==> src/ftp_pkg.sv <==
`timescale 1ns / 1ps
`default_nettype none
// ----------------------------------------------------------------------------
// Flow tuple header parser package
// Word types and protocol constants shared by the header parser.
// ----------------------------------------------------------------------------
package ftp_pkg;

    // One input word: a frame byte and its end-of-frame mark.
    typedef struct packed {
        logic [7:0] packet_byte;
        logic       last_byte;
    } t_ftp_in;

    // One result word, produced at the end of each frame.
    typedef struct packed {
        logic        parsed;
        logic [31:0] src_ip;
        logic [31:0] dst_ip;
        logic [7:0]  protocol;
        logic [15:0] sport;
        logic [15:0] dport;
    } t_ftp_out;

    localparam logic [15:0] ETYPE_IPV4 = 16'h0800;
    localparam logic [7:0]  PROTO_TCP  = 8'd6;
    localparam logic [7:0]  PROTO_UDP  = 8'd17;
    localparam logic [3:0]  IHL_MIN    = 4'd5;

    // Byte offsets inside the frame.
    localparam logic [6:0] POS_MAX       = 7'd127;
    localparam logic [6:0] POS_ETYPE_HI  = 7'd12;
    localparam logic [6:0] POS_ETYPE_LO  = 7'd13;
    localparam logic [6:0] POS_IHL       = 7'd14;
    localparam logic [6:0] POS_PROTO     = 7'd23;
    localparam logic [6:0] POS_SRC_FIRST = 7'd26;
    localparam logic [6:0] POS_SRC_LAST  = 7'd29;
    localparam logic [6:0] POS_DST_FIRST = 7'd30;
    localparam logic [6:0] POS_DST_LAST  = 7'd33;
    localparam logic [6:0] ETH_HDR_LEN   = 7'd14;

    // Minimum frame length and minimum transport header lengths.
    localparam logic [7:0] MIN_FRAME_LEN = 8'd34;
    localparam logic [7:0] TCP_HDR_LEN   = 8'd20;
    localparam logic [7:0] UDP_HDR_LEN   = 8'd8;

endpackage

`default_nettype wire

==> src/flow_tuple_header_parser.sv <==
`timescale 1ns / 1ps
`default_nettype none
// ----------------------------------------------------------------------------
// Flow tuple header parser
// Extracts the IPv4 five-tuple from an Ethernet frame streamed a byte a word.
// ----------------------------------------------------------------------------
// Usage:
// The input channel (i_valid, o_ready, i_data) carries one frame byte per
// word, in wire order, with last_byte set on the final byte. The output
// channel (o_valid, i_ready, o_data) carries one result word per frame.
// A frame is accepted at one word per clock cycle. The result word appears
// in the output register in the cycle after the final byte is accepted.
// Parsing state is captured directly as bytes arrive, so only compares and
// field captures sit between the input handshake and the result register.
// When the receiver stalls, a result stays in the output register and the
// input stalls with it until that result is taken; o_ready is low only
// while a result waits and i_ready is low.
// A synchronous active-low reset clears the byte counter, all captured
// header fields and the output valid flag.
// ----------------------------------------------------------------------------
module flow_tuple_header_parser (
    input  wire                i_clk,
    input  wire                i_rst_n,
    input  wire                i_valid,
    output logic               o_ready,
    input  ftp_pkg::t_ftp_in   i_data,
    output logic               o_valid,
    input  wire                i_ready,
    output ftp_pkg::t_ftp_out  o_data
);
    import ftp_pkg::*;

    // Captured header state for the frame in progress.
    logic [6:0]  r_pos,      n_pos;
    logic [15:0] r_etype,    n_etype;
    logic [3:0]  r_ihl,      n_ihl;
    logic [7:0]  r_proto,    n_proto;
    logic [31:0] r_src_ip,   n_src_ip;
    logic [31:0] r_dst_ip,   n_dst_ip;
    logic [15:0] r_sport,    n_sport;
    logic [15:0] r_dport,    n_dport;

    // Result register.
    logic        r_out_valid, n_out_valid;
    t_ftp_out    r_out,       n_out;

    logic        in_fire;
    logic        out_fire;
    logic [7:0]  b;
    logic [6:0]  xport_ofs;
    logic [6:0]  xport_ofs_new;
    logic [7:0]  frame_len;
    logic        ok_base;
    logic        is_tcp;
    logic        is_udp;
    logic        ok;

    assign out_fire = r_out_valid && i_ready;
    // A word may enter whenever the result register is free or draining.
    assign o_ready  = !r_out_valid || i_ready;
    assign in_fire  = i_valid && o_ready;
    assign b        = i_data.packet_byte;

    // Transport offset from the header length held before this byte.
    assign xport_ofs = ETH_HDR_LEN + {1'b0, r_ihl, 2'b00};

    // Field capture: the header length and the port windows follow the
    // current byte position.
    always_comb begin
        n_etype    = r_etype;
        n_ihl      = r_ihl;
        n_proto    = r_proto;
        n_src_ip   = r_src_ip;
        n_dst_ip   = r_dst_ip;
        n_sport    = r_sport;
        n_dport    = r_dport;

        if (r_pos == POS_ETYPE_HI) begin
            n_etype = {b, r_etype[7:0]};
        end else if (r_pos == POS_ETYPE_LO) begin
            n_etype = {r_etype[15:8], b};
        end else if (r_pos == POS_IHL) begin
            n_ihl = b[3:0];
        end else if (r_pos == POS_PROTO) begin
            n_proto = b;
        end else if (r_pos >= POS_SRC_FIRST && r_pos <= POS_SRC_LAST) begin
            n_src_ip = {r_src_ip[23:0], b};
        end else if (r_pos >= POS_DST_FIRST && r_pos <= POS_DST_LAST) begin
            n_dst_ip = {r_dst_ip[23:0], b};
        end

        if (r_pos == xport_ofs) begin
            n_sport = {b, r_sport[7:0]};
        end else if (r_pos == xport_ofs + 7'd1) begin
            n_sport = {r_sport[15:8], b};
        end else if (r_pos == xport_ofs + 7'd2) begin
            n_dport = {b, r_dport[7:0]};
        end else if (r_pos == xport_ofs + 7'd3) begin
            n_dport = {r_dport[15:8], b};
        end
    end

    // Acceptance check on the fields as they stand after this byte.
    assign xport_ofs_new = ETH_HDR_LEN + {1'b0, n_ihl, 2'b00};
    assign frame_len     = {1'b0, r_pos} + 8'd1;
    assign ok_base       = (n_etype == ETYPE_IPV4) && (n_ihl >= IHL_MIN)
                           && (frame_len >= MIN_FRAME_LEN);
    assign is_tcp        = (n_proto == PROTO_TCP);
    assign is_udp        = (n_proto == PROTO_UDP);

    always_comb begin
        ok = ok_base;
        if (ok_base && is_tcp) begin
            ok = frame_len >= ({1'b0, xport_ofs_new} + TCP_HDR_LEN);
        end else if (ok_base && is_udp) begin
            ok = frame_len >= ({1'b0, xport_ofs_new} + UDP_HDR_LEN);
        end
    end

    // Result word: everything is zero for a rejected or truncated frame.
    always_comb begin
        n_out = '0;
        if (ok) begin
            n_out.parsed   = 1'b1;
            n_out.src_ip   = n_src_ip;
            n_out.dst_ip   = n_dst_ip;
            n_out.protocol = n_proto;
            if (is_tcp || is_udp) begin
                n_out.sport = n_sport;
                n_out.dport = n_dport;
            end
        end
    end

    assign n_pos       = (r_pos == POS_MAX) ? POS_MAX : r_pos + 7'd1;
    assign n_out_valid = (in_fire && i_data.last_byte) || (r_out_valid && !out_fire);

    always_ff @(posedge i_clk) begin
        if (!i_rst_n) begin
            r_pos       <= '0;
            r_etype     <= '0;
            r_ihl       <= '0;
            r_proto     <= '0;
            r_src_ip    <= '0;
            r_dst_ip    <= '0;
            r_sport     <= '0;
            r_dport     <= '0;
            r_out_valid <= 1'b0;
        end else begin
            r_out_valid <= n_out_valid;
            if (in_fire) begin
                if (i_data.last_byte) begin
                    // End of frame: start the next one from a clean state.
                    r_pos      <= '0;
                    r_etype    <= '0;
                    r_ihl      <= '0;
                    r_proto    <= '0;
                    r_src_ip   <= '0;
                    r_dst_ip   <= '0;
                    r_sport    <= '0;
                    r_dport    <= '0;
                end else begin
                    r_pos      <= n_pos;
                    r_etype    <= n_etype;
                    r_ihl      <= n_ihl;
                    r_proto    <= n_proto;
                    r_src_ip   <= n_src_ip;
                    r_dst_ip   <= n_dst_ip;
                    r_sport    <= n_sport;
                    r_dport    <= n_dport;
                end
            end
        end
    end

    // Result payload needs no reset; it is qualified by r_out_valid.
    always_ff @(posedge i_clk) begin
        if (in_fire && i_data.last_byte) begin
            r_out <= n_out;
        end
    end

    assign o_valid = r_out_valid;
    assign o_data  = r_out;

    // A final byte that is accepted always yields a result the next cycle.
    a_last_gives_result: assert property (@(posedge i_clk) disable iff (!i_rst_n)
        in_fire && i_data.last_byte |=> o_valid)
        else $error("final byte accepted without a result");

    // After a final byte the byte counter restarts at zero.
    a_pos_cleared: assert property (@(posedge i_clk) disable iff (!i_rst_n)
        in_fire && i_data.last_byte |=> r_pos == '0)
        else $error("byte position not cleared at end of frame");

    // A rejected frame reports all-zero fields.
    a_reject_zero: assert property (@(posedge i_clk) disable iff (!i_rst_n)
        o_valid && !o_data.parsed |-> o_data.src_ip == '0 && o_data.dst_ip == '0
            && o_data.protocol == '0 && o_data.sport == '0 && o_data.dport == '0)
        else $error("rejected frame carries nonzero fields");

    // Ports are reported only for TCP or UDP.
    a_ports_l4_only: assert property (@(posedge i_clk) disable iff (!i_rst_n)
        o_valid && (o_data.sport != '0 || o_data.dport != '0)
            |-> o_data.protocol == PROTO_TCP || o_data.protocol == PROTO_UDP)
        else $error("ports reported for a non-transport protocol");

endmodule

`default_nettype wire
==> config.mk <==
export PLATFORM = sky130hd
export DESIGN_NAME = flow_tuple_header_parser
export DESIGN_NICKNAME = d
export VERILOG_FILES = /design/src/ftp_pkg.sv /design/src/flow_tuple_header_parser.sv
export SDC_FILE = /design/constraint.sdc
export NUM_CORES = 1
export LEC_CHECK = 0
export BUFFER_PORTS_ARGS = -buffer_cell sky130_fd_sc_hd__buf_2
export CAP_MARGIN = 20
export CORE_MARGIN = 1
export CORE_UTILIZATION = 50
export CTS_CLUSTER_DIAMETER = 200
export DETAILED_ROUTE_END_ITERATION = 10
export GPL_TIMING_DRIVEN = 0
export PLACE_DENSITY = 0.69
export SLEW_MARGIN = 20
export SYNTH_ARGS = -nofsm -noshare
export SYNTH_HDL_FRONTEND = slang
export SYNTH_SLANG_ARGS = --single-unit
==> constraint.sdc <==
create_clock -name i_clk -period 9.82 [get_ports i_clk]
set_input_delay 0.491 -clock i_clk [delete_from_list [all_inputs] [get_ports i_clk]]
set_output_delay 0.491 -clock i_clk [all_outputs]
set_load 0.01 [all_outputs]
Word level (Yosys, flattened, before mapping)

Index checks and enable logic that the tools add are counted.

Output and inout port bits: 107
Input bits: 13
Word-level logic and storage cells: 99
Bits in registers: 237

$lt $le $gt $ge: 8
Reductions and logical operators: 16
Eq/ne operators: 12
Multiplexer cells: 39
Add/subtract/negate cells: 9

Operators with widths:

| cell                   | count |
|---|---|
| $mux W32               | 14 |
| $mux W16               | 8 |
| $mux W105              | 1 |
| $mux W8                | 8 |
| $eq A7 B7 Y1           | 4 |
| $eq A7 B4 Y1 const B   | 3 |
| $eq A16 B12 Y1 const B | 1 |
| $ge A8 B8 Y1           | 2 |
| $mux W4                | 4 |
| $add A4 B6 Y7 const A  | 2 |
| $add A7 B1 Y7 const B  | 2 |
| $add A7 B2 Y7 const B  | 2 |
| $ge A7 B5 Y1 const B   | 2 |
| $mux W7                | 2 |
| $logic_and A1 B1 Y1    | 10 |
| $add A7 B1 Y8 const B  | 1 |
| $add A7 B4 Y8 const B  | 1 |
| $add A7 B5 Y8 const B  | 1 |
| $eq A8 B3 Y1 const B   | 1 |
| $eq A8 B5 Y1 const B   | 1 |
| $ge A8 B6 Y1 const B   | 1 |
| $eq A7 B5 Y1 const B   | 1 |
| $eq A7 B7 Y1 const B   | 1 |
| $le A7 B5 Y1 const B   | 1 |
| other kinds (6)        | 10 |

Longest topological paths before layout

Gate-level depths: netlist of the first run.

Word-level depth: 11
Mapped depth: 22
Depth with buffers taken out: 19

Worst setup path after synthesis of the first run

OpenSTA, ideal clock, no wires.

Path type: flip-flop to flip-flop
Start: reg r_pos[1]
End: reg r_out (netlist bit o_data[63]), data pin
Data required time: 9.552 ns
Clock period less this slack: 4.603 ns
Arrival: 4.335 ns
Slack: 5.217 ns
Library setup time: 0.268 ns
Stages on the path, launching flop included: 23
Buffers on the path: 3
Cells stage by stage: dfxtp_1 clkbuf_1 inv_1 ha_1 or4_4 nor2_8 mux2_2 inv_1 ha_1 xnor2_1 ha_1 inv_1 mux2i_1 o21ai_0 xnor2_1 ha_1 a21oi_1 a21boi_0 o21ai_0 a22o_1 buf_2 buf_1 nor3_1

Word-level cells in the longest chain between the ends: 10
Elaborated cells between the ends (all ways): 42
Those cells by class: add/sub: 4; order compare: 8; eq/ne: 7; mux: 17; reduce/logical: 6

RTL lines:

| what                                                                   | RTL line                        | source |
|---|---|---|
| from (decl)                                                            | flow_tuple_header_parser.sv:34  | `logic [6:0] r_pos, n_pos;` |
| from (signal assigned)                                                 | flow_tuple_header_parser.sv:163 | `r_pos <= n_pos;` |
| parallel branches: the longest is 10 deep, another holds $add A7 B4 Y8 | --                              |  |
| to (signal assigned)                                                   | flow_tuple_header_parser.sv:179 | `r_out <= n_out;` |
| to (decl)                                                              | flow_tuple_header_parser.sv:45  | `t_ftp_out r_out, n_out;` |

Several ways; the timed one is not identified.
A chain may end at the register's enable or synchronous reset.

Worst setup path after layout of the first run

Start: reg r_pos[1]
End: reg r_out (netlist bit o_data[24]), data pin

Word-level cells in the longest chain between the ends: 11
Elaborated cells between the ends (all ways): 34
Those cells by class: add/sub: 4; order compare: 4; eq/ne: 8; mux: 12; reduce/logical: 6

RTL lines:

| what |
|---|
| parallel branches: the longest is 11 deep, another holds $add A7 B4 Y8 |

Several ways; the timed one is not identified.

==> impl_results.html, run 1 <==
<table>
<tr><th>Metric</th><th>Value</th></tr>
<tr><th colspan="2">STA</th></tr>
<tr><td>Setup repair after global routing missed its margin</td><td>no</td></tr>
<tr><td>Setup-violating endpoint count in the final report</td><td>0</td></tr>
<tr><td>Setup total negative slack</td><td>0 ps</td></tr>
<tr><td>Number of pins exceeding their max-slew limit in the final report</td><td>0</td></tr>
<tr><td>Final Worst Setup Slack</td><td>3980 ps</td></tr>
<tr><td>Final clock period utilization by the worst path</td><td>a little under 60%</td></tr>
<tr><td>Worst Tran Pin Value</td><td>940 ps</td></tr>
<tr><td>Worst Skew</td><td>between 20 and 25 ps</td></tr>
<tr><td>Time the worst path needs with I/O delays and setup</td><td>5840 ps</td></tr>
<tr><td>Tightest slew margin relative to the limit</td><td>between 30% and 40%</td></tr>
<tr><td>Fin. Hold Viols</td><td>0</td></tr>
<tr><td>Maximum clock rate</td><td>~170 MHz</td></tr>
<tr><th colspan="2">CTS</th></tr>
<tr><td>Latest clock arrival within the worst-skew pair</td><td>530 ps</td></tr>
<tr><td>Master cell of the clock root buffer</td><td>sky130_fd_sc_hd__clkbuf_16</td></tr>
<tr><td>CTS tree</td><td>done</td></tr>
<tr><td>Resized Gates After CTS</td><td>0</td></tr>
<tr><td>Num Clock Sinks</td><td>roughly 240</td></tr>
<tr><td>Buffer count from post-CTS setup fixing</td><td>0</td></tr>
<tr><td>Max clock buf depth</td><td>3</td></tr>
<tr><td>TritonCTS Buffers</td><td>25</td></tr>
<tr><td>Cts-stage hold buffer count</td><td>0</td></tr>
<tr><td>Clock edge transition at the registers on the reported setup and hold paths</td><td>about 60 ps</td></tr>
<tr><td>Number of levels the H-tree was split into</td><td>1</td></tr>
<tr><th colspan="2">Yosys</th></tr>
<tr><td>Cell type with the highest aggregate area in the netlist</td><td>sky130_fd_sc_hd__edfxtp_1</td></tr>
<tr><td>Total nets after synthesis</td><td>around 1,100</td></tr>
<tr><td>Count of flip-flops with a built-in enable after synthesis</td><td>about 110</td></tr>
<tr><td>Share of the yosys chip area belonging to registers</td><td>between 50% and 60%</td></tr>
<tr><td>Fraction of registers with async set/reset</td><td>0%</td></tr>
<tr><td>Largest cells by area after synthesis</td><td>sky130_fd_sc_hd__edfxtp_1 (28%), sky130_fd_sc_hd__dfxtp_1 (23%), sky130_fd_sc_hd__mux2i_1 (10%)</td></tr>
<tr><td>Synthesized area per cell</td><td>10.8 µm²</td></tr>
<tr><td>Distinct cell type count of the synthesized netlist</td><td>70</td></tr>
<tr><td>Number of standard cells after synthesis</td><td>~1,000</td></tr>
<tr><td>Most instantiated flip-flop cell in the synthesis netlist</td><td>sky130_fd_sc_hd__dfxtp_1</td></tr>
<tr><td>YS warnings</td><td>0</td></tr>
<tr><td>Cell area after synthesis</td><td>around 11,000 µm²</td></tr>
<tr><td>Area share of the largest cell type after synthesis</td><td>28.0%</td></tr>
<tr><td>Number of storage elements in the synthesis netlist</td><td>roughly 240</td></tr>
<tr><th colspan="2">Critical path</th></tr>
<tr><td>Crit path DAT</td><td>6100 ps</td></tr>
<tr><td>Family of cells with the greatest summed delay on the critical path</td><td>simple AND/OR/NAND/NOR gates</td></tr>
<tr><td>Worst setup EP type</td><td>flop</td></tr>
<tr><td>Sequence of cells on the critical path</td><td>clkbuf_1, inv_1, ha_1, or4_4, nor2_8, mux2_2, inv_1, ha_1, xnor2_1, ha_1, inv_1, mux2i_1, o21ai_0, xnor2_1, ha_1, o2111ai_1, a21boi_0, o21ai_0, a22o_1, buf_2, buf_2, nor4_1</td></tr>
<tr><td>Maximum cell stage delay along the critical path</td><td>between 400 and 500 ps</td></tr>
<tr><td>Most frequent CP cell</td><td>sky130_fd_sc_hd__ha_1</td></tr>
<tr><td>Critical path startpoint category</td><td>flop</td></tr>
<tr><td>Start-to-end type of the worst setup path</td><td>flop to flop</td></tr>
<tr><td>CP bufs+invs</td><td>6</td></tr>
<tr><td>Library cell contributing the largest single delay on the critical path</td><td>sky130_fd_sc_hd__or4_4</td></tr>
<tr><td>Largest fanout of any net on the critical path</td><td>10</td></tr>
<tr><td>Critical path data required time</td><td>between 10,000 and 15,000 ps</td></tr>
<tr><th colspan="2">Floorplanning</th></tr>
<tr><td>Die width</td><td>around 150 µm</td></tr>
<tr><td>Number of placed I/O pins</td><td>120</td></tr>
<tr><td>Row count</td><td>54</td></tr>
<tr><td>Initial cell density of the core</td><td>between 50% and 60%</td></tr>
<tr><td>Core area</td><td>between 20,000 and 25,000 µm²</td></tr>
<tr><td>Vert. Die Dim</td><td>~150 µm</td></tr>
<tr><td>Die Area</td><td>~23,000 µm²</td></tr>
<tr><th colspan="2">Routing</th></tr>
<tr><td>Average wire per cell in the routed design</td><td>roughly 19 µm</td></tr>
<tr><td>DRC violations left</td><td>27</td></tr>
<tr><td>Initial detailed-routing violation count</td><td>slightly below 800</td></tr>
<tr><td>Number of vias per cell after detailed routing</td><td>5.84</td></tr>
<tr><td>TritonRoute pass-1 iters</td><td>8</td></tr>
<tr><td>Antenna viol nets, final</td><td>0</td></tr>
<tr><td>Total number of vias</td><td>8,671</td></tr>
<tr><td>Final WL</td><td>between 20,000 and 30,000 µm</td></tr>
<tr><th colspan="2">GRT</th></tr>
<tr><td>Global-route wire length before repair</td><td>45,800 µm</td></tr>
<tr><td>Number of global-route vias before repair</td><td>about 8,300</td></tr>
<tr><td>Congestion Overflow GR</td><td>0</td></tr>
<tr><td>Largest net degree at the start of global routing</td><td>58</td></tr>
<tr><td>Initial antenna violation count</td><td>0</td></tr>
<tr><td>Global router's overall resource usage</td><td>between 20 and 25%</td></tr>
<tr><th colspan="2">Run status</th></tr>
<tr><td>Run status</td><td>finished with violations</td></tr>
<tr><td>Violations in the final reports</td><td>design-rule violations</td></tr>
<tr><th colspan="2">Final layout</th></tr>
<tr><td>Post-Route Utilization</td><td>between 50% and 60%</td></tr>
<tr><td>Cell area after layout</td><td>between 10,000 and 15,000 µm²</td></tr>
<tr><td>Number of inserted diodes</td><td>0</td></tr>
<tr><td>Net count reported at finish</td><td>~1,200</td></tr>
<tr><td>Total of fill cells in the finished design</td><td>roughly 1,900</td></tr>
<tr><td>Layout cells sized above 1</td><td>a little under a fifth</td></tr>
<tr><td>Syn-to-layout area delta</td><td>15.3%</td></tr>
<tr><th colspan="2">Placed design</th></tr>
<tr><td>Worst setup slack after placement</td><td>between 4000 and 5000 ps</td></tr>
<tr><td>Post-DP HPWL</td><td>between 20,000 and 25,000 µm</td></tr>
<tr><td>Area post-placement</td><td>12,200 µm²</td></tr>
<tr><td>Number of port buffers</td><td>between 100 and 150</td></tr>
<tr><td>Last weighted congestion value of the routability-driven placer</td><td>~0.90</td></tr>
<tr><th colspan="2">Hold path</th></tr>
<tr><td>Hold WC Path Type</td><td>input port to flop</td></tr>
<tr><th colspan="2">Power</th></tr>
<tr><td>Overall power</td><td>approximately 2.0 mW</td></tr>
<tr><td>Pwr Density</td><td>between 150 and 200 nW/µm²</td></tr>
<tr><td>Total leakage power</td><td>around 4.7 nW</td></tr>
<tr><td>IR Drop Worst-Case VDD</td><td>approximately 0.00012 V</td></tr>
<tr><th colspan="2">Flow run</th></tr>
<tr><td>Number of max-capacitance violations reported</td><td>0</td></tr>
</table>
==> cell usage in the layout, fill, tap and decap left out, types with 14 or more instances in the layout <==
cell                        synthesis  final
sky130_fd_sc_hd__buf_2             33    149
sky130_fd_sc_hd__dfxtp_1          132    132
sky130_fd_sc_hd__mux2i_1          112    112
sky130_fd_sc_hd__nor2_1           109    109
sky130_fd_sc_hd__edfxtp_1         105    105
sky130_fd_sc_hd__a22oi_1           81     81
sky130_fd_sc_hd__nor3_1            79     79
sky130_fd_sc_hd__clkbuf_1          44     56
sky130_fd_sc_hd__nor4_1            37     37
sky130_fd_sc_hd__nand2_1           30     30
sky130_fd_sc_hd__a22o_1            25     25
sky130_fd_sc_hd__clkbuf_16          0     25
sky130_fd_sc_hd__ha_1              22     22
sky130_fd_sc_hd__a21oi_1           19     19
sky130_fd_sc_hd__inv_1             17     16
sky130_fd_sc_hd__xnor2_1           14     14
==> final cells by class <==
type,instances,area [µm²],area share (%)
multi-input combinational,688,4880,37.6
sequential,237,5800,44.7
clock inverter,8,78.8,0.607
clock buffer,38,684,5.27
buffer,100,503,3.88
inverter,18,72.6,0.559
tap,280,350,2.70
timing repair buffer,117,608,4.69
==> report_power, final <==
part / total, mW / internal (mW) / switching (mW)
clock network: 0.889 / 0.510 / 0.380
logic: 0.102 / 0.0255 / 0.0768
registers: 1.05 / 1.05 / 0.00528
==> kinds of logic after synthesis <==
logic type | count (synthesis) | synth area share, %
AO/OA/AOI/OAI | 192 | 12.8
XOR/XNOR | 20 | 1.69
adder cells (fa/ha/maj) | 22 | 2.45
buffers and inverters | 118 | 5.07
flip-flops | 237 | 51.5
multiplexers | 116 | 10.5
AND/OR/NAND/NOR | 338 | 16.0
==> worst register-to-register path, cell delays in order (launching register included) <==
cell and delay [ps]:
sky130_fd_sc_hd__dfxtp_1 380, sky130_fd_sc_hd__clkbuf_1 290, sky130_fd_sc_hd__inv_1 110, sky130_fd_sc_hd__ha_1 280
sky130_fd_sc_hd__or4_4 480, sky130_fd_sc_hd__nor2_8 240, sky130_fd_sc_hd__mux2_2 440, sky130_fd_sc_hd__inv_1 100
sky130_fd_sc_hd__ha_1 290, sky130_fd_sc_hd__xnor2_1 130, sky130_fd_sc_hd__ha_1 250, sky130_fd_sc_hd__inv_1 90
sky130_fd_sc_hd__mux2i_1 170, sky130_fd_sc_hd__o21ai_0 140, sky130_fd_sc_hd__xnor2_1 160, sky130_fd_sc_hd__ha_1 320
sky130_fd_sc_hd__o2111ai_1 100, sky130_fd_sc_hd__a21boi_0 220, sky130_fd_sc_hd__o21ai_0 150, sky130_fd_sc_hd__a22o_1 270
sky130_fd_sc_hd__buf_2 250, sky130_fd_sc_hd__buf_2 250, sky130_fd_sc_hd__nor4_1 480
==> synth_stat cells (22+ instances only) <==
master / instances
sky130_fd_sc_hd__edfxtp_1: 105
sky130_fd_sc_hd__nor4_1: 37
sky130_fd_sc_hd__dfxtp_1: 132
sky130_fd_sc_hd__nor2_1: 109
sky130_fd_sc_hd__clkbuf_1: 44
sky130_fd_sc_hd__mux2i_1: 112
sky130_fd_sc_hd__buf_2: 33
sky130_fd_sc_hd__a22o_1: 25
sky130_fd_sc_hd__a22oi_1: 81
sky130_fd_sc_hd__nand2_1: 30
sky130_fd_sc_hd__ha_1: 22
sky130_fd_sc_hd__nor3_1: 79
==> routing by layer <==
| metal | share of wire (%) | vias up | wire (µm) | global-route usage, % |
|---|---|---|---|---|
| met3 | 6.4 | 52 | 1840 | 3.25 |
| met2 | 47 | 312 | 13400 | 41.7 |
| li1 | - | 4201 | - | - |
| met4 | 2.7 | 0 | 783 | 7.92 |
| met1 | 44 | 4106 | 12800 | 33.7 |
| met5 | 0 | - | 0 | 0 |
==> metrics by stage <==
stage          hold slack (ps)  instances
2_1_floorplan              448       1043
3_3_place_gp               461       1439
3_5_place_dp               465       1440
4_1_cts                    293       1486
5_1_grt                    320       1486
6_report                   310       1486
==> flip-flops by register name (all words and copies together) (netlist names) <==
register,cells
o_data,105
r_dst_ip,32
r_src_ip,32
r_dport,16
r_etype,16
r_sport,16
r_proto,8
r_pos,7
r_ihl,4
o_valid,1
==> worst paths after layout <==
path | from | endpoint | slack [ps] | cells after the start
max | r_pos[1] | o_data[24] | 3980 | 22
min | i_ready | o_valid | 310 | 3
max reg2reg | r_pos[1] | o_data[24] | 3980 | 22
min reg2reg | r_dst_ip[27] | r_dst_ip[27] | 480 | 1
Power figures use the tool's default switching activity.
==> inputs of run 2 (changes only) <==
==> constraint.sdc (replaced) <==
create_clock -name i_clk -period 5.7 [get_ports i_clk]
set_input_delay 0.285 -clock i_clk [delete_from_list [all_inputs] [get_ports i_clk]]
set_output_delay 0.285 -clock i_clk [all_outputs]
set_load 0.01 [all_outputs]
==> run 2 against run 1 <==
The run still ends with design-rule violations left; sequential cell count is the same; via count grew 0.29%; sequential power grew 72%; hold slack lost 210 ps; combinational power grew 74%; sequential share of layout area shrank 0.32 points; core utilization grew 0.43 points; cell area grew 0.73%; die area is the same; first-iteration DRC count shrank 3.0%; clock skew grew 1.1 ps; critical endpoint is now o_data[19]; largest power group unchanged.
==> impl_results.html, run 2 (synthesis results as in run 1) <==
<table>
<tr><th>Metric</th><th>Value</th></tr>
<tr><th colspan="2">GRT</th></tr>
<tr><td>Global router's overall resource usage</td><td>24.9%</td></tr>
<tr><td>Number of global-route vias before repair</td><td>just over 8,000</td></tr>
<tr><td>Congestion Overflow GR</td><td>0</td></tr>
<tr><td>Initial antenna violation count</td><td>0</td></tr>
<tr><td>Global-route wire length before repair</td><td>roughly 46,000 µm</td></tr>
<tr><td>Largest net degree at the start of global routing</td><td>58</td></tr>
<tr><th colspan="2">Power</th></tr>
<tr><td>Total leakage power</td><td>4.73 nW</td></tr>
<tr><td>Pwr Density</td><td>around 270 nW/µm²</td></tr>
<tr><td>IR Drop Worst-Case VDD</td><td>approximately 0.00020 V</td></tr>
<tr><td>Overall power</td><td>around 3.5 mW</td></tr>
<tr><th colspan="2">STA</th></tr>
<tr><td>Maximum clock rate</td><td>around 190 MHz</td></tr>
<tr><td>Fin. Hold Viols</td><td>0</td></tr>
<tr><td>Worst Skew</td><td>23.8 ps</td></tr>
<tr><td>Time the worst path needs with I/O delays and setup</td><td>5360 ps</td></tr>
<tr><td>Final clock period utilization by the worst path</td><td>94.1%</td></tr>
<tr><td>Worst Tran Pin Value</td><td>between 900 and 1000 ps</td></tr>
<tr><td>Tightest slew margin relative to the limit</td><td>about two fifths</td></tr>
<tr><td>Setup-violating endpoint count in the final report</td><td>0</td></tr>
<tr><td>Number of pins exceeding their max-slew limit in the final report</td><td>0</td></tr>
<tr><th colspan="2">Critical path</th></tr>
<tr><td>Worst setup EP type</td><td>flop</td></tr>
<tr><td>Library cell contributing the largest single delay on the critical path</td><td>sky130_fd_sc_hd__or4_4</td></tr>
<tr><td>Critical path data required time</td><td>approximately 6000 ps</td></tr>
<tr><td>Largest fanout of any net on the critical path</td><td>10</td></tr>
<tr><td>Sequence of cells on the critical path</td><td>clkbuf_2, inv_1, ha_1, or4_4, nor2_8, mux2_2, inv_1, ha_2, xnor2_1, ha_1, inv_1, a21oi_1, o21ai_0, xnor2_1, ha_1, o2111ai_1, a21boi_0, o21ai_0, a22o_1, buf_2, buf_2, nor4_1</td></tr>
<tr><td>Worst R2R Setup Slack</td><td>approximately 340 ps</td></tr>
<tr><td>Start-to-end type of the worst setup path</td><td>flop to flop</td></tr>
<tr><td>Maximum cell stage delay along the critical path</td><td>480 ps</td></tr>
<tr><td>Critical path startpoint category</td><td>flop</td></tr>
<tr><td>Crit path DAT</td><td>~5700 ps</td></tr>
<tr><th colspan="2">Routing</th></tr>
<tr><td>Antenna viol nets, final</td><td>0</td></tr>
<tr><td>Final WL</td><td>~29,000 µm</td></tr>
<tr><td>Initial detailed-routing violation count</td><td>approximately 770</td></tr>
<tr><td>TritonRoute pass-1 iters</td><td>9</td></tr>
<tr><td>DRC violations left</td><td>27</td></tr>
<tr><td>Number of vias per cell after detailed routing</td><td>between 5 and 6</td></tr>
<tr><td>Average wire per cell in the routed design</td><td>between 15 and 20 µm</td></tr>
<tr><td>Total number of vias</td><td>slightly below 9,000</td></tr>
<tr><th colspan="2">Placed design</th></tr>
<tr><td>Number of port buffers</td><td>~120</td></tr>
<tr><td>Last weighted congestion value of the routability-driven placer</td><td>between 0.9 and 1</td></tr>
<tr><td>Post-DP HPWL</td><td>about 20,000 µm</td></tr>
<tr><td>Area post-placement</td><td>12,200 µm²</td></tr>
<tr><th colspan="2">Floorplanning</th></tr>
<tr><td>Initial cell density of the core</td><td>51.2%</td></tr>
<tr><td>Row count</td><td>between 50 and 60</td></tr>
<tr><td>Vert. Die Dim</td><td>152 µm</td></tr>
<tr><td>Die width</td><td>152 µm</td></tr>
<tr><td>Die Area</td><td>~23,000 µm²</td></tr>
<tr><td>Core area</td><td>approximately 22,000 µm²</td></tr>
<tr><td>Number of placed I/O pins</td><td>120</td></tr>
<tr><th colspan="2">CTS</th></tr>
<tr><td>Number of levels the H-tree was split into</td><td>1</td></tr>
<tr><td>CTS tree</td><td>done</td></tr>
<tr><td>TritonCTS Buffers</td><td>25</td></tr>
<tr><td>Num Clock Sinks</td><td>about 240</td></tr>
<tr><td>Clock edge transition at the registers on the reported setup and hold paths</td><td>60 ps</td></tr>
<tr><td>Max clock buf depth</td><td>3</td></tr>
<tr><td>Latest clock arrival within the worst-skew pair</td><td>around 530 ps</td></tr>
<tr><td>Master cell of the clock root buffer</td><td>sky130_fd_sc_hd__clkbuf_16</td></tr>
<tr><th colspan="2">Final layout</th></tr>
<tr><td>Syn-to-layout area delta</td><td>16.2%</td></tr>
<tr><td>Cell area after layout</td><td>13,100 µm²</td></tr>
<tr><td>Layout cells sized above 1</td><td>between 20 and 25%</td></tr>
<tr><td>Commonest non-fill, non-tap cell in the layout</td><td>sky130_fd_sc_hd__buf_2</td></tr>
<tr><td>Net count reported at finish</td><td>1,225</td></tr>
<tr><td>Number of inserted diodes</td><td>0</td></tr>
<tr><td>Number of flip-flops in the largest register</td><td>roughly 110</td></tr>
<tr><td>Commonest cells after routing, fill and taps aside</td><td>sky130_fd_sc_hd__buf_2 (148), sky130_fd_sc_hd__dfxtp_1 (132), sky130_fd_sc_hd__mux2i_1 (111), sky130_fd_sc_hd__nor2_1 (109), sky130_fd_sc_hd__edfxtp_1 (105)</td></tr>
<tr><th colspan="2">Run status</th></tr>
<tr><td>Run status</td><td>finished with violations</td></tr>
<tr><td>Violations in the final reports</td><td>design-rule violations</td></tr>
<tr><th colspan="2">Flow run</th></tr>
<tr><td>Number of max-capacitance violations reported</td><td>0</td></tr>
<tr><th colspan="2">Hold path</th></tr>
<tr><td>Hold WC Path Type</td><td>input port to flop</td></tr>
</table>
run 2: cell types whose count changed in the layout (fill, tap and decap cells not counted), sizes merged:
cell    before  now
buf        173  175
clkbuf      82   83
run 2: path summary, 6_finish.rpt:
check                           depth (start not counted)      endpoint    startpoint
worst min-delay path                                    3       o_valid       i_ready
worst max-delay path                                   22    o_data[19]      r_pos[1]
worst min register to register                          1  r_dst_ip[27]  r_dst_ip[27]
worst max register to register                         22    o_data[19]      r_pos[1]
run 2: power by group:
part	switching [mW]	leakage [nW]	internal [mW]	total [mW]
logic	0.133	2.35	0.0443	0.177
registers	0.00924	2.02	1.80	1.81
clock network	0.653	0.369	0.878	1.53
total	0.795	4.73	2.72	3.52
run 2: repair_timing:
action | in CTS | in global routing
setup endpoints to repair | 1 | 101
setup buffers | 0 | 3
gates resized for setup | 1 | 24
hold buffers | 0 | 0
pin swaps | 0 | 1
run 2: layout make-up:
class,instances,area [µm²]
fill,1843,8890
clock buffer,38,684
clock inverter,8,78.8
timing repair buffer,120,631
multi-input combinational,688,4940
sequential,237,5800
buffer,100,514
inverter,18,72.6
tap,280,350
run 2: metal layers:
layer / global-route usage, % / part of all wire [%] / vias to the layer above
li1: - / - / 4201
met1: 33.7 / 45 / 4156
met2: 41.7 / 47 / 294
met3: 3.25 / 5.8 / 45
met4: 7.92 / 2.3 / 0
met5: 0 / 0 / -
run 2: stage by stage:
step | hold slack (ps) | setup TNS [ps] | utilization (%) | setup slack [ps] | std cells
global placement | 461 | -57.9 | 55.5 | -57.9 | 1439
floorplan | 407 | 0 | - | 1100 | 1043
CTS | 87.2 | 0 | 59.1 | 17.2 | 1486
global route | 114 | -1.64 | 59.5 | -1.64 | 1489
finish | 102 | 0 | 59.5 | 336 | 1489
detailed placement | 465 | -68.0 | 55.6 | -68.0 | 1440
run 2: worst max-delay path, delay by kind of cell, from the launching register on:
family | cells | cell delay, ps
xor+xnor | 2 | 230
flops | 1 | 390
buf+inv | 6 | 1010
compound gates | 6 | 1080
simple gates | 3 | 950
mux | 1 | 430
fa+ha+maj | 4 | 1090
